**config.mk**
```make
export PLATFORM = sky130hd
export DESIGN_NAME = adaptive_threshold_quadrature_decoder
export DESIGN_NICKNAME = d
export VERILOG_FILES = /design/src/hw/rtl/atqd_pkg.sv /design/src/hw/rtl/atqd_ram.sv /design/src/hw/rtl/adaptive_threshold_quadrature_decoder.sv
export VERILOG_INCLUDE_DIRS = /design/src /design/src/hw/rtl
export SDC_FILE = /design/constraint.sdc
export NUM_CORES = 1
export LEC_CHECK = 0
export ABC_AREA = 1
export ABC_CLOCK_PERIOD_IN_PS = 34200
export BUFFER_PORTS_ARGS = -buffer_cell sky130_fd_sc_hd__buf_2
export CAP_MARGIN = 5
export CORE_UTILIZATION = 55
export CTS_BUF_LIST = sky130_fd_sc_hd__clkbuf_8
export DETAILED_ROUTE_END_ITERATION = 10
export PLACE_DENSITY_LB_ADDON = 0.25
export REMOVE_ABC_BUFFERS = 1
export SKIP_LAST_GASP = 1
export SLEW_MARGIN = 20
export SYNTH_ARGS = -nofsm -noshare
export SYNTH_HDL_FRONTEND = slang
export SYNTH_SLANG_ARGS = --single-unit
```
**constraint.sdc**
```tcl
create_clock -name clk -period 34.2 [get_ports clk]
set_clock_uncertainty 0.2 [all_clocks]
set_input_delay 6.84 -clock clk [delete_from_list [all_inputs] [get_ports clk]]
set_output_delay 6.84 -clock clk [all_outputs]
set_load 0.03 [all_outputs]
```
**src/hw/rtl/assert_macros.svh**
```systemverilog
// Assertion macros, included by the decoder RTL.
`ifndef ASSERT_MACROS_SVH
`define ASSERT_MACROS_SVH
`ifndef ASSERT_OFF
`define ASSERT_IMPLY(label, clk, rst_n, pre, post) \
    label: assert property (@(posedge clk) disable iff (!rst_n) (pre) |-> (post)) \
        else $error("assertion failed");
`define ASSERT_NEXT(label, clk, rst_n, pre, post) \
    label: assert property (@(posedge clk) disable iff (!rst_n) (pre) |=> (post)) \
        else $error("assertion failed");
`else
`define ASSERT_IMPLY(label, clk, rst_n, pre, post)
`define ASSERT_NEXT(label, clk, rst_n, pre, post)
`endif
`endif

```
**src/hw/rtl/atqd_pkg.sv**
```systemverilog
// Constants of the adaptive threshold quadrature decoder.
package atqd_pkg;
    localparam int unsigned CFG_IDX_BITS = 1;
    localparam int unsigned CFG_DATA_BITS = 10;
    localparam logic [CFG_IDX_BITS-1:0] REG_RANGE_LIMIT = 1'd0;
    localparam logic [CFG_IDX_BITS-1:0] REG_HYSTERESIS = 1'd1;
    localparam logic [9:0] RANGE_LIMIT_RESET = 10'd10;
    localparam logic [2:0] HYSTERESIS_RESET = 3'd2;
    localparam logic [1:0] PHASE_HIHI = 2'd3;
endpackage

```
**src/hw/rtl/atqd_ram.sv**
```systemverilog
// Generic single-port-write, one-read RAM with registered read data.
module atqd_ram #(
    parameter int WIDTH = 10,
    parameter int DEPTH = 16
) (
    input  logic                     clk,
    input  logic                     we,
    input  logic [$clog2(DEPTH)-1:0] waddr,
    input  logic [WIDTH-1:0]         wdata,
    input  logic [$clog2(DEPTH)-1:0] raddr,
    output logic [WIDTH-1:0]         rdata
);
    logic [WIDTH-1:0] mem [DEPTH];

    always_ff @(posedge clk)
    begin
        if (we)
        begin
            mem[waddr] <= wdata;
        end
        rdata <= mem[raddr];
    end
endmodule

```
**src/hw/rtl/adaptive_threshold_quadrature_decoder.sv**
```systemverilog
// Adaptive threshold quadrature decoder: one sample pair in, one step and
// two thresholds out per transfer. Items are handled one at a time: a transfer
// is taken only in the idle state. The two history rings of each channel live
// in one RAM with one read a cycle. While a channel is still adapting, its
// threshold update does three things. It walks the stored entries of each
// ring, one entry a cycle. It runs a bit-serial divide by the entry count for
// each average. The divide by three is a reciprocal multiply and is done
// combinationally in the S_DIV3 state. The two channels are handled in turn.
// Once both rings of a channel are full, its threshold freezes and that
// channel only passes through S_TRACK and S_NEXT. Each transfer also passes
// through the idle, slice and output states. The result sits in an output
// register. The next transfer is taken while the result waits, but its slice
// step stalls until the waiting result has gone.
module adaptive_threshold_quadrature_decoder #(
    parameter int HISTORY_DEPTH = 8,
    parameter int SAMPLE_BITS = 10
) (
    input  logic                   clk,
    input  logic                   rst_n,
    input  logic                   cfg_we,
    input  logic [atqd_pkg::CFG_IDX_BITS-1:0]  cfg_index,
    input  logic [atqd_pkg::CFG_DATA_BITS-1:0] cfg_data,
    input  logic                   s_tvalid,
    output logic                   s_tready,
    // sample_a, sample_b, zero fill
    input  logic [((2*SAMPLE_BITS+7)/8)*8-1:0] s_tdata,
    output logic                   m_tvalid,
    input  logic                   m_tready,
    // step, threshold_a, threshold_b, zero fill
    output logic [((2+2*SAMPLE_BITS+7)/8)*8-1:0] m_tdata
);
    `include "assert_macros.svh"

    localparam int SB = SAMPLE_BITS;
    localparam int HD = HISTORY_DEPTH;
    localparam int IB = (HD > 1) ? $clog2(HD) : 1;
    localparam int CB = $clog2(HD + 1);
    localparam int AB = IB + 2;
    localparam int SUMB = SB + CB;
    localparam int OW = ((2 + 2 * SB + 7) / 8) * 8;
    localparam int RW = (SB >= 10) ? SB + 1 : 11;
    localparam logic [SB-1:0] SMAX = {SB{1'b1}};
    // divide by three: x * M3 >> K3, exact for x below 2**(K3-1)
    localparam int K3 = 2 * ((SB + 3) / 2);
    localparam logic [K3-2:0] M3 = (K3-1)'(((1 << K3) + 2) / 3);

    typedef enum logic [3:0] {
        S_IDLE, S_TRACK, S_READ, S_ACC, S_DIV, S_DIV3, S_NEXT, S_SLICE, S_OUT
    } state_t;

    function automatic logic [SB-1:0] div3(input logic [SB:0] x);
        logic [SB+K3-1:0] p;
        p = (SB+K3)'(x) * (SB+K3)'(M3);
        return p[SB+K3-1:K3];
    endfunction

    // configuration
    logic [9:0] range_limit_reg;
    logic [2:0] hysteresis_reg;
    always_ff @(posedge clk or negedge rst_n)
    begin
        if (!rst_n)
        begin
            range_limit_reg <= atqd_pkg::RANGE_LIMIT_RESET;
            hysteresis_reg <= atqd_pkg::HYSTERESIS_RESET;
        end
        else if (cfg_we)
        begin
            if (cfg_index == atqd_pkg::REG_RANGE_LIMIT)
            begin
                range_limit_reg <= cfg_data[9:0];
            end
            else if (cfg_index == atqd_pkg::REG_HYSTERESIS)
            begin
                hysteresis_reg <= cfg_data[2:0];
            end
        end
    end

    // history RAM: address {chan, ring(0 low,1 high), entry}
    logic            ram_we;
    logic [AB-1:0]   ram_waddr, ram_raddr;
    logic [SB-1:0]   ram_wdata, ram_rdata;
    atqd_ram #(.WIDTH(SB), .DEPTH(1 << AB)) u_hist (
        .clk(clk), .we(ram_we), .waddr(ram_waddr), .wdata(ram_wdata),
        .raddr(ram_raddr), .rdata(ram_rdata)
    );

    state_t          state_reg;
    logic            chan_reg;
    logic            ring_reg;
    logic [SB-1:0]   cur_reg [2];
    logic [SB-1:0]   lo_reg [2], hi_reg [2], thr_reg [2];
    logic            arml_reg [2], armh_reg [2], lfull_reg [2], hfull_reg [2];
    logic [IB-1:0]   lidx_reg [2], hidx_reg [2];
    logic [1:0]      phase_reg;
    logic signed [3:0] accum_reg;
    logic [CB-1:0]   cnt_reg;       // entries summed so far
    logic [CB-1:0]   n_reg;         // entries in ring
    logic [SUMB-1:0] sum_reg;
    logic [SUMB-1:0] quo_reg;
    logic [SUMB:0]   rem_reg;
    logic [5:0]      bit_reg;
    logic [SB-1:0]   avg_reg [2];   // [0] low average, [1] high average
    logic            neg_reg;
    logic            m_valid_reg;
    logic [OW-1:0]   m_data_reg;

    // tracking of current channel
    logic            c;
    logic [SB-1:0]   cs, lo1, hi1, lvl, mid;
    logic [SB:0]     spread;
    logic            upd;
    assign c = chan_reg;
    assign cs = cur_reg[c];
    assign lo1 = (cs < lo_reg[c]) ? cs : lo_reg[c];
    assign hi1 = (cs > hi_reg[c]) ? cs : hi_reg[c];
    assign lvl = div3({1'b0, hi1} - {1'b0, lo1}) + lo1;
    assign mid = SB'((({1'b0, hi1} - {1'b0, lo1}) >> 1)) + lo1;
    assign spread = {1'b0, hi1} - {1'b0, lo1};
    assign upd = !(lfull_reg[c] && hfull_reg[c]);

    // ring entry counts
    logic [CB-1:0] nring;
    assign nring = ring_reg ? (hfull_reg[c] ? CB'(HD) : CB'(hidx_reg[c]))
                            : (lfull_reg[c] ? CB'(HD) : CB'(lidx_reg[c]));

    // divide-by-three on the signed threshold difference
    logic [SB:0] dmag;
    assign dmag = (avg_reg[1] >= avg_reg[0]) ? ({1'b0, avg_reg[1]} - {1'b0, avg_reg[0]})
                                             : ({1'b0, avg_reg[0]} - {1'b0, avg_reg[1]});

    // quadrature decode
    logic          ba, bb;
    logic [1:0]    nph, cwn, ccwn;
    logic signed [3:0] acc1;
    assign ba = !(cur_reg[0] < thr_reg[0]);
    assign bb = !(cur_reg[1] < thr_reg[1]);
    assign nph = {ba, bb};
    always_comb
    begin
        case (phase_reg)
            2'd0:    begin cwn = 2'd2; ccwn = 2'd1; end
            2'd1:    begin cwn = 2'd0; ccwn = 2'd3; end
            2'd2:    begin cwn = 2'd3; ccwn = 2'd0; end
            default: begin cwn = 2'd1; ccwn = 2'd2; end
        endcase
        acc1 = accum_reg;
        if (nph == cwn)
        begin
            acc1 = accum_reg + 4'sd1;
        end
        else if (nph == ccwn)
        begin
            acc1 = accum_reg - 4'sd1;
        end
    end
    logic signed [3:0] hys_s;
    assign hys_s = signed'({1'b0, hysteresis_reg});

    // RAM control
    logic rec_hi, rec_lo, crossing_ok;
    assign crossing_ok = (RW'(spread) >= RW'(range_limit_reg));
    assign rec_hi = crossing_ok && (cs < lvl) && armh_reg[c];
    assign rec_lo = crossing_ok && (cs > lvl) && arml_reg[c];
    always_comb
    begin
        ram_we = 1'b0;
        ram_waddr = {c, 1'b1, hidx_reg[c]};
        ram_wdata = hi1;
        if (state_reg == S_TRACK && upd)
        begin
            if (rec_hi)
            begin
                ram_we = 1'b1;
            end
            else if (rec_lo)
            begin
                ram_we = 1'b1;
                ram_waddr = {c, 1'b0, lidx_reg[c]};
                ram_wdata = lo1;
            end
        end
        ram_raddr = {c, ring_reg, cnt_reg[IB-1:0]};
    end

    assign s_tready = (state_reg == S_IDLE);
    assign m_tvalid = m_valid_reg;
    assign m_tdata = m_data_reg;

    always_ff @(posedge clk or negedge rst_n)
    begin
        if (!rst_n)
        begin
            state_reg <= S_IDLE;
            chan_reg <= 1'b0;
            ring_reg <= 1'b0;
            phase_reg <= atqd_pkg::PHASE_HIHI;
            accum_reg <= '0;
            m_valid_reg <= 1'b0;
            m_data_reg <= '0;
            cnt_reg <= '0;
            n_reg <= '0;
            sum_reg <= '0;
            quo_reg <= '0;
            rem_reg <= '0;
            bit_reg <= '0;
            neg_reg <= 1'b0;
            for (int k = 0; k < 2; k++)
            begin
                cur_reg[k] <= '0;
                avg_reg[k] <= '0;
                lo_reg[k] <= SMAX;
                hi_reg[k] <= '0;
                thr_reg[k] <= '0;
                arml_reg[k] <= 1'b0;
                armh_reg[k] <= 1'b0;
                lfull_reg[k] <= 1'b0;
                hfull_reg[k] <= 1'b0;
                lidx_reg[k] <= '0;
                hidx_reg[k] <= '0;
            end
        end
        else
        begin
            // output register: data loaded in S_SLICE, valid set in S_OUT, clear on transfer
            if (state_reg == S_OUT && (!m_valid_reg || m_tready))
            begin
                m_valid_reg <= 1'b1;
            end
            else if (m_valid_reg && m_tready)
            begin
                m_valid_reg <= 1'b0;
            end
            case (state_reg)
                S_IDLE:
                begin
                    if (s_tvalid)
                    begin
                        cur_reg[0] <= s_tdata[SB-1:0];
                        cur_reg[1] <= s_tdata[2*SB-1:SB];
                        chan_reg <= 1'b0;
                        state_reg <= S_TRACK;
                    end
                end
                S_TRACK:
                begin
                    if (!upd)
                    begin
                        state_reg <= S_NEXT;
                    end
                    else
                    begin
                        // a recorded crossing collapses min and max to the midpoint
                        lo_reg[c] <= (rec_hi || rec_lo) ? mid : lo1;
                        hi_reg[c] <= (rec_hi || rec_lo) ? mid : hi1;
                        if (crossing_ok && cs < lvl && !armh_reg[c])
                        begin
                            arml_reg[c] <= 1'b1;
                        end
                        if (rec_hi)
                        begin
                            if (hidx_reg[c] == IB'(HD - 1))
                            begin
                                hidx_reg[c] <= '0;
                                hfull_reg[c] <= 1'b1;
                            end
                            else
                            begin
                                hidx_reg[c] <= hidx_reg[c] + IB'(1);
                            end
                            arml_reg[c] <= 1'b0;
                            armh_reg[c] <= 1'b0;
                        end
                        else if (crossing_ok && cs > lvl)
                        begin
                            if (arml_reg[c])
                            begin
                                // armed low: record trough
                                if (lidx_reg[c] == IB'(HD - 1))
                                begin
                                    lidx_reg[c] <= '0;
                                    lfull_reg[c] <= 1'b1;
                                end
                                else
                                begin
                                    lidx_reg[c] <= lidx_reg[c] + IB'(1);
                                end
                                arml_reg[c] <= 1'b0;
                                armh_reg[c] <= 1'b0;
                            end
                            else
                            begin
                                armh_reg[c] <= 1'b1;
                            end
                        end
                        ring_reg <= 1'b0;
                        cnt_reg <= '0;
                        sum_reg <= '0;
                        state_reg <= S_READ;
                    end
                end
                S_READ:
                begin
                    // n for this ring; empty ring falls back to seen value
                    n_reg <= nring;
                    if (nring == '0)
                    begin
                        avg_reg[ring_reg] <= ring_reg ? hi_reg[c] : lo_reg[c];
                        if (ring_reg)
                        begin
                            state_reg <= S_DIV3;
                        end
                        else
                        begin
                            ring_reg <= 1'b1;
                        end
                    end
                    else
                    begin
                        cnt_reg <= cnt_reg + CB'(1);
                        state_reg <= S_ACC;
                    end
                end
                S_ACC:
                begin
                    sum_reg <= sum_reg + SUMB'(ram_rdata);
                    if (cnt_reg == n_reg)
                    begin
                        rem_reg <= '0;
                        quo_reg <= '0;
                        bit_reg <= 6'(SUMB);
                        state_reg <= S_DIV;
                    end
                    else
                    begin
                        cnt_reg <= cnt_reg + CB'(1);
                    end
                end
                S_DIV:
                begin
                    if (bit_reg == '0)
                    begin
                        avg_reg[ring_reg] <= quo_reg[SB-1:0];
                        cnt_reg <= '0;
                        sum_reg <= '0;
                        if (ring_reg)
                        begin
                            state_reg <= S_DIV3;
                        end
                        else
                        begin
                            ring_reg <= 1'b1;
                            state_reg <= S_READ;
                        end
                    end
                    else
                    begin
                        logic [SUMB:0] r2;
                        r2 = {rem_reg[SUMB-1:0], sum_reg[SUMB-1]};
                        sum_reg <= {sum_reg[SUMB-2:0], 1'b0};
                        if (r2 >= (SUMB+1)'(n_reg))
                        begin
                            rem_reg <= r2 - (SUMB+1)'(n_reg);
                            quo_reg <= {quo_reg[SUMB-2:0], 1'b1};
                        end
                        else
                        begin
                            rem_reg <= r2;
                            quo_reg <= {quo_reg[SUMB-2:0], 1'b0};
                        end
                        bit_reg <= bit_reg - 6'd1;
                    end
                end
                S_DIV3:
                begin
                    if (avg_reg[1] >= avg_reg[0])
                    begin
                        thr_reg[c] <= avg_reg[0] + div3(dmag);
                    end
                    else
                    begin
                        thr_reg[c] <= avg_reg[0] - div3(dmag);
                    end
                    state_reg <= S_NEXT;
                end
                S_NEXT:
                begin
                    if (c)
                    begin
                        state_reg <= S_SLICE;
                    end
                    else
                    begin
                        chan_reg <= 1'b1;
                        state_reg <= S_TRACK;
                    end
                end
                S_SLICE:
                begin
                    // wait until the previous result has left the output register
                    if (!m_valid_reg || m_tready)
                    begin
                        phase_reg <= nph;
                        if (acc1 >= hys_s)
                        begin
                            accum_reg <= '0;
                            neg_reg <= 1'b0;
                            m_data_reg <= OW'({thr_reg[1], thr_reg[0], 2'b01});
                        end
                        else if (-acc1 >= hys_s)
                        begin
                            accum_reg <= '0;
                            neg_reg <= 1'b1;
                            m_data_reg <= OW'({thr_reg[1], thr_reg[0], 2'b11});
                        end
                        else
                        begin
                            accum_reg <= acc1;
                            neg_reg <= 1'b0;
                            m_data_reg <= OW'({thr_reg[1], thr_reg[0], 2'b00});
                        end
                        state_reg <= S_OUT;
                    end
                end
                S_OUT:
                begin
                    if (!m_valid_reg || m_tready)
                    begin
                        state_reg <= S_IDLE;
                    end
                end
                default:
                begin
                    state_reg <= S_IDLE;
                end
            endcase
        end
    end

    `ASSERT_IMPLY(a_acc_range, clk, rst_n, 1'b1, (accum_reg <= 4'sd7) && (accum_reg >= -4'sd7))
    `ASSERT_NEXT(a_out_hold, clk, rst_n, m_valid_reg && !m_tready, m_valid_reg)
    `ASSERT_IMPLY(a_neg_step, clk, rst_n, state_reg == S_OUT && neg_reg, m_data_reg[1:0] == 2'b11)
endmodule
```
# [After elaboration in Yosys (flattened, before gate mapping)]
# Memories as Yosys holds them, arrays and structs flattened. A register that Yosys moved wholly into a read port is not among the register bits.
# Index checks and enable logic that the tools add are counted.
[word_totals] wordCells=283 n_memories=1 reg_bits=220 input_bits=40 output_inout_bits=26 ramBits=320
[op_classes] n_eq_ne=26 bitwise=15 mul=2 n_mux=124 reduce_logical=47 addsub=16 magnitude_cmp=15
[memory_table] name="u_hist.mem" words=32 width=10 rd=1 rd_clocked_by_memory_dff=1 wr=1 line_no="atqd_ram.sv:13" text="logic [WIDTH-1:0] mem [DEPTH];"
[op_table] op="10-bit 2-to-1 mux" count=21
[op_table] op="20-bit bitwise mux" count=6
[op_table] op="4-bit 2-to-1 mux" count=21
[op_table] op="14-bit 2-to-1 mux" count=5
[op_table] op="20-bit 2-to-1 mux" count=3
[op_table] op="11-bit by 10-bit multiplier with 21-bit output (second input constant)" count=2
[op_table] op="14-bit case mux with 3 select lines" count=1
[op_table] op="10-bit < comparator" count=4
[op_table] op="20-bit case mux with 2 select lines" count=1
[op_table] op="4-bit case mux with 9 select lines" count=1
[op_table] op="10-bit by 10-bit subtractor with 11-bit output" count=3
[op_table] op="10-bit adder" count=3
[op_table] op="3-bit 2-to-1 mux" count=10
[op_table] op="14-bit case mux with 2 select lines" count=1
[op_table] op="1-bit 2-to-1 mux" count=25
[op_table] op="6-bit 2-to-1 mux" count=4
[op_table] op="2-bit 2-to-1 mux" count=11
[op_table] op="10-bit demux with 1-bit select" count=2
[op_table] op="10-bit > comparator" count=2
[op_table] op="10-bit case mux with 2 select lines" count=1
[op_table] op="2-bit inequality test (second input constant)" count=9
[op_table] op="4-bit by 3-bit == test with 1-bit output (second input constant)" count=4
[op_table] op="4-bit case mux with 4 select lines" count=1
[op_table] op="15-bit by 4-bit >= comparator with 1-bit output" count=1
[op_table] op="53 further kinds" count=103

# [Depth between registers and ports, before layout]
[depth] depth_word=19 mapped_depth=70 depth_no_buf=65

# [By module]
# Synthesis repeated with hierarchy kept, for this count alone.
[hier_totals] cells_unflattened=3719 area_unflattened_um2=32941.6
[modules_own_cells] mod="adaptive_threshold_quadrature_decoder" area_per_inst_um2=19630.1 instances=1 seq_area_each_um2=5536.6 cells_each=2579
[modules_own_cells] mod="atqd_ram" area_per_inst_um2=13311.5 instances=1 seq_area_each_um2=9809.4 cells_each=1140

# [Least setup slack after synthesis]
# No wires, ideal clock.
[synth_timing] kind="register to register" startpoint="reg chan_reg (netlist: c)" endpoint="mem u_hist.mem[0][1] (data pin)" slack_ps=21264 t_required_ps=33546 setup_ps=454 arrival_time_ps=12282 period_less_slack_ps=12936 n_path_buf=9 path_stages_with_launch=64 cell_sequence="dfrtp_1 > buf_2 > buf_2 > buf_2 > buf_2 > clkbuf_1 > clkbuf_1 > o21ai_0 > inv_1 > ha_1 > nand2_1 > inv_1 > nand2_1 > nand2_1 > a21oi_1 > nand2_4 > buf_1 > o21ai_0 > [... 28 more ...] > ha_1 > nand2_1 > inv_1 > nand2_1 > nand2_1 > xor2_1 > ha_1 > nand4_1 > nor3_1 > nand2_1 > nor2_1 > a211oi_1 > o21bai_1 > inv_1 > nand4_2 > buf_6 > clkbuf_1 > o21ai_0"
[synth_via] elab_chain_len=15 word_cells_on_any_way=42 cone_classes="add/sub (2); mul (1); order compare (5); mux (26); bitwise (1); reduce/logical (7)"
[synth_rtl] item="start, declared" line_no="adaptive_threshold_quadrature_decoder.sv:90" text="logic chan_reg;"
[synth_rtl] item="start signal, assigned" line_no="adaptive_threshold_quadrature_decoder.sv:196" text="chan_reg <= 1'b0;"
[synth_rtl] item="start signal, assigned" line_no="adaptive_threshold_quadrature_decoder.sv:242" text="chan_reg <= 1'b0;"
[synth_rtl] item="start signal, assigned" line_no="adaptive_threshold_quadrature_decoder.sv:395" text="chan_reg <= 1'b1;"
[synth_rtl] item="1-bit inverter with 2-bit output (not written as such) (*)"
[synth_rtl] item="10-bit 2-to-1 mux (on tied branches) (3 in a row)" line_no="adaptive_threshold_quadrature_decoder.sv:115, adaptive_threshold_quadrature_decoder.sv:116, adaptive_threshold_quadrature_decoder.sv:117"
[synth_rtl] item="10-bit > comparator or 10-bit < comparator (tied branches)" line_no="adaptive_threshold_quadrature_decoder.sv:117, adaptive_threshold_quadrature_decoder.sv:116"
[synth_rtl] item="10-bit 2-to-1 mux (on tied branches)" line_no="adaptive_threshold_quadrature_decoder.sv:117, adaptive_threshold_quadrature_decoder.sv:116"
[synth_rtl] item="10-bit by 10-bit subtractor with 11-bit output" line_no="adaptive_threshold_quadrature_decoder.sv:118, adaptive_threshold_quadrature_decoder.sv:120"
[synth_rtl] item="11-bit by 10-bit multiplier with 21-bit output" line_no="adaptive_threshold_quadrature_decoder.sv:53" text="p = (SB+K3)'(x) * (SB+K3)'(M3);"
[synth_rtl] item="10-bit adder" line_no="adaptive_threshold_quadrature_decoder.sv:118" text="assign lvl = div3({1'b0, hi1} - {1'b0, lo1}) + lo1;"
[synth_rtl] item="10-bit > comparator" line_no="adaptive_threshold_quadrature_decoder.sv:165" text="assign rec_lo = crossing_ok && (cs > lvl) && arml_reg[c];"
[synth_rtl] item="1-bit logical AND (2 in a row)" line_no="adaptive_threshold_quadrature_decoder.sv:165"
[synth_rtl] item="10-bit 2-to-1 mux" line_no="adaptive_threshold_quadrature_decoder.sv:177" text="else if (rec_lo)"
[synth_rtl] item="10-bit 2-to-1 mux" line_no="adaptive_threshold_quadrature_decoder.sv:173" text="if (rec_hi)"
[synth_rtl] item="10-bit 2-to-1 mux (*)" line_no="adaptive_threshold_quadrature_decoder.sv:171" text="if (state_reg == S_TRACK && upd)"
[synth_rtl] item="named net ram_wdata[1]" line_no="adaptive_threshold_quadrature_decoder.sv:83" text="logic [SB-1:0] ram_wdata, ram_rdata;"
[synth_rtl] item="end, declared" line_no="atqd_ram.sv:13"
# Mark *: on every way through the listed nets, which the timed path passes. The rest lies on a longest branch. The select of a mux whose other input is x is not followed.

# [Worst setup path after layout]
[layout_timing] startpoint="reg chan_reg (netlist: c)" endpoint="mem u_hist.mem[31][0] (enable)"
[layout_via] elab_chain_len=17 word_cells_on_any_way=53 cone_classes="add/sub (2); mul (1); order compare (5); mux (37); bitwise (1); reduce/logical (7)"
[layout_rtl] item="1-bit inverter with 2-bit output (not written as such)"
[layout_rtl] item="10-bit 2-to-1 mux (on tied branches) (3 in a row)" line_no="adaptive_threshold_quadrature_decoder.sv:115, adaptive_threshold_quadrature_decoder.sv:116, adaptive_threshold_quadrature_decoder.sv:117"
[layout_rtl] item="10-bit > comparator or 10-bit < comparator (tied branches)" line_no="adaptive_threshold_quadrature_decoder.sv:117, adaptive_threshold_quadrature_decoder.sv:116"
[layout_rtl] item="10-bit 2-to-1 mux (on tied branches)" line_no="adaptive_threshold_quadrature_decoder.sv:117, adaptive_threshold_quadrature_decoder.sv:116"
[layout_rtl] item="10-bit by 10-bit subtractor with 11-bit output" line_no="adaptive_threshold_quadrature_decoder.sv:118, adaptive_threshold_quadrature_decoder.sv:120"
[layout_rtl] item="11-bit by 10-bit multiplier with 21-bit output" line_no="adaptive_threshold_quadrature_decoder.sv:53"
[layout_rtl] item="10-bit adder" line_no="adaptive_threshold_quadrature_decoder.sv:118"
[layout_rtl] item="10-bit > comparator" line_no="adaptive_threshold_quadrature_decoder.sv:165"
[layout_rtl] item="1-bit logical AND (2 in a row)" line_no="adaptive_threshold_quadrature_decoder.sv:165"
[layout_rtl] item="1-bit 2-to-1 mux" line_no="adaptive_threshold_quadrature_decoder.sv:177"
[layout_rtl] item="1-bit 2-to-1 mux" line_no="adaptive_threshold_quadrature_decoder.sv:173"
[layout_rtl] item="1-bit 2-to-1 mux" line_no="adaptive_threshold_quadrature_decoder.sv:171"
[layout_rtl] item="1-bit 2-to-1 mux" line_no="atqd_ram.sv:17" text="if (we)"
[layout_rtl] item="1-bit 2-to-1 mux (not written as such)" line_no="atqd_ram.sv:19" text="mem[waddr] <= wdata;"
# Parallel ways exist; a longest one is shown, timed or not. The select of a mux whose other input is x is not followed.

==> metrics.cfg <==
[clock_tree]
clock-root-buffer=clkbuf_8
cts_hold_buf=0
cts-htree-levels=3
cts_max_path_buffers=3
postCtsSetupRepairBufs=0
worstSkewPairLatency_ns=0.70
cts_made_buffers=90
tritoncts=built
clock-sinks=550
cts_resized=0
clkSlewWorstSetupHoldPaths_ns=0.06

[cells_and_area]
nNetsFinal=3916
fillers=4988
largest_register_ffs=320
final_common_cell=nand2_1
fin_util_pct=60.7
final_area_mm2=0.0350
area_growth_pct=8.87
drive_gt1_share_pct=8.78
multi_input_area_mm2=0.0147
regMostFlops=u_hist.mem
layout_common_cells=nand2_1, inv_1, o21ai_0, nor2_1, edfxtp_1
seq_area_mm2=0.0154

[worst_setup_path]
slowest_delay_ns=0.93
end_kind=flip-flop
reg2reg_slack_ns=18.29
worstRegToRegCells=57
rr_endpoint=u_hist.mem[31][0]$_DFFE_PP_
crit_fanout=78
r2r_start=c$_DFFE_PN0P_
slowest_stage=nor2_1
cp_data_arrival_time_ns=16.03
worstSetupStartpointType=flip-flop
path_class=reg -> reg
critPathRequiredTime_ns=34.32

[yosys]
muxShareOfSynthArea_pct=0.560
synth-seq-cells=550
synth_fa_ha_area_share_pct=14.2
synth-main-ff-cell=edfxtp_1
yosysUniqueCellTypes=63
syn-cell-area_mm2=0.0321
synth_top_family_by_area=simple AND/OR/NAND/NOR gates
synth_compound_area_share_pct=13.9
synth-edff-count=320
synth-seq-area-share_pct=47.7
syn-instance-count=3480
asyncSetResetFlopFracSynth_pct=40.0
synth.avg_cell_area_um2=9.24
yosysWarnings=0
synth_xor_xnor_area_share_pct=2.35
synth_simple_gate_area_share_pct=14.7

[placement]
place.gp.congestion=0.899
portBuffers=59
dpl.hpwl_um=52500
dpl_cell_area_mm2=0.0333

[die]
core_mm2=0.0577
die_x_um=244
die_h_um=244
initial_core_util_pct=55.7
dieArea_mm2=0.0594
rows=88
io-pin-count=66

[job]
drv_cap=0

[global_route]
first_global_vias=23547
grt_overflow_total=0
grt_max_degree=87
antenna_found_initial=2
grt_first_pass_wirelength_um=123000
grt_usage_pct=26.0

[timing]
setup_tns_ns=0
fmax_ghz=0.0628
rsz0062_at_grt=no
drv_slew=0
tightestPinTransition_ns=1.17
hold_viol=0
finalSetupViolCount=0
maxSlewHeadroom_pct=21.7
finalCriticalPeriod_ns=15.91
fin_crit_sh_pct=46.5

[detailed_routing]
wl_um=76800
drt-pass1-iter-count=9
vias=24417
post-route-drc-count=0
drt-initial-drc-count=2046
vias_per_cell=5.56
wl_per_cell_um=17.5
drtAntennaViolNets=0

[status]
status=complete, no violations

[hold_path]
holdPathEnd=lfull_reg[0]$_DFFE_PN0P_
hp-class=reg -> reg
worst_hold_path.num_cells=2
hold_start=lfull_reg[0]$_DFFE_PN0P_

==> kinds of logic (layout without fill, tap and decap cells) <==
kind of cell / Yosys count / count (layout)
other: 1 / 3
buffers and inverters: 558 / 699
and+or+nand+nor: 1143 / 1143
xor gates and xnor gates: 84 / 84
muxes: 18 / 18
AOI/OAI and AO/OA: 796 / 796
DFF: 550 / 550
adders and majority gates: 330 / 330
==> layout make-up <==
type | count | share of cell area (%)
Antenna cell | 1 | 0.00715
Multi-Input combinational cell | 2373 | 42.1
Sequential cell | 550 | 43.9
Clock buffer | 99 | 3.89
Clock inverter | 69 | 1.06
Tap cell | 765 | 2.73
Timing Repair Buffer | 96 | 1.67
Inverter | 435 | 4.68
==> per-layer routing <==
layer,wire (um),global-route usage (%),vias to the layer above
met5,0,0,-
met4,1990,9.01,0
met3,4920,3.49,138
met2,35400,41.5,749
met1,34500,36.7,11598
li1,-,-,11932
==> through the flow <==
step                      setup WS (ns)  std cells  hold WS, ns
after global placement            18.48       4219        0.240
final                             18.29       4388        0.262
after CTS                         18.47       4387        0.266
after global routing              17.18       4388        0.275
after floorplan                   20.54       3358        0.228
after detailed placement          18.45       4219        0.246
==> synth_stat cells, types with 3 or more instances <==
| master | number | share of area, % |
|---|---|---|
| a21boi_0 | 8 | 0.19 |
| inv_1 | 427 | 5.0 |
| xnor2_1 | 23 | 0.63 |
| a21oi_1 | 153 | 2.4 |
| a21o_1 | 7 | 0.16 |
| inv_2 | 6 | 0.070 |
| nand3_4 | 6 | 0.33 |
| buf_2 | 6 | 0.093 |
| edfxtp_1 | 320 | 30 |
| xor2_1 | 60 | 1.6 |
| o211ai_1 | 5 | 0.12 |
| buf_4 | 4 | 0.093 |
| dfxtp_1 | 10 | 0.62 |
| buf_1 | 4 | 0.047 |
| dfstp_2 | 25 | 2.0 |
| dfrtp_1 | 195 | 15 |
| o21ai_0 | 394 | 6.1 |
| o31ai_1 | 11 | 0.26 |
| nor4_1 | 5 | 0.097 |
| o221ai_1 | 15 | 0.41 |
| nor3_1 | 27 | 0.42 |
| nand4_1 | 16 | 0.31 |
| o21ai_1 | 23 | 0.36 |
| mux2i_1 | 18 | 0.56 |
| a31oi_1 | 7 | 0.14 |
| o21a_1 | 7 | 0.16 |
| clkbuf_1 | 108 | 1.3 |
| o22ai_1 | 108 | 2.1 |
| a211oi_1 | 22 | 0.51 |
| or2_2 | 19 | 0.37 |
| nand3_1 | 64 | 1.0 |
| fa_1 | 58 | 3.6 |
| ha_1 | 272 | 11 |
| nand2_2 | 12 | 0.23 |
| nor2_1 | 369 | 4.3 |
| nand2_4 | 4 | 0.14 |
| o32ai_1 | 7 | 0.19 |
| o21bai_1 | 17 | 0.40 |
| a221oi_1 | 3 | 0.082 |
| nand2_1 | 608 | 7.1 |
==> how the worst max path moves through the flow <==
stage                       start                     endpoint  slack (ns)  cells after the start
finish              c$_DFFE_PN0P_  u_hist.mem[31][0]$_DFFE_PP_       18.29                     57
detailed placement  c$_DFFE_PN0P_  u_hist.mem[30][9]$_DFFE_PP_       18.45                     57
global placement    c$_DFFE_PN0P_  u_hist.mem[22][7]$_DFFE_PP_       18.48                     55
CTS                 c$_DFFE_PN0P_  u_hist.mem[30][8]$_DFFE_PP_       18.47                     57
global route        c$_DFFE_PN0P_  u_hist.mem[31][1]$_DFFE_PP_       17.18                     59
floorplan           c$_DFFE_PN0P_   u_hist.mem[0][0]$_DFFE_PP_       20.54                     57
==> critical path, delay by kind of cell (launching register included) <==
family	cells	cell delay, ns
compound gates	16	4.11
simple gates	18	3.98
fa+ha+maj	10	3.89
buf+inv	10	2.31
xor+xnor	3	0.70
flops	1	0.33
Power is left out: the tool's default activity adds up to more than one toggle a clock period on the data nets, which glitch-free logic cannot reach.
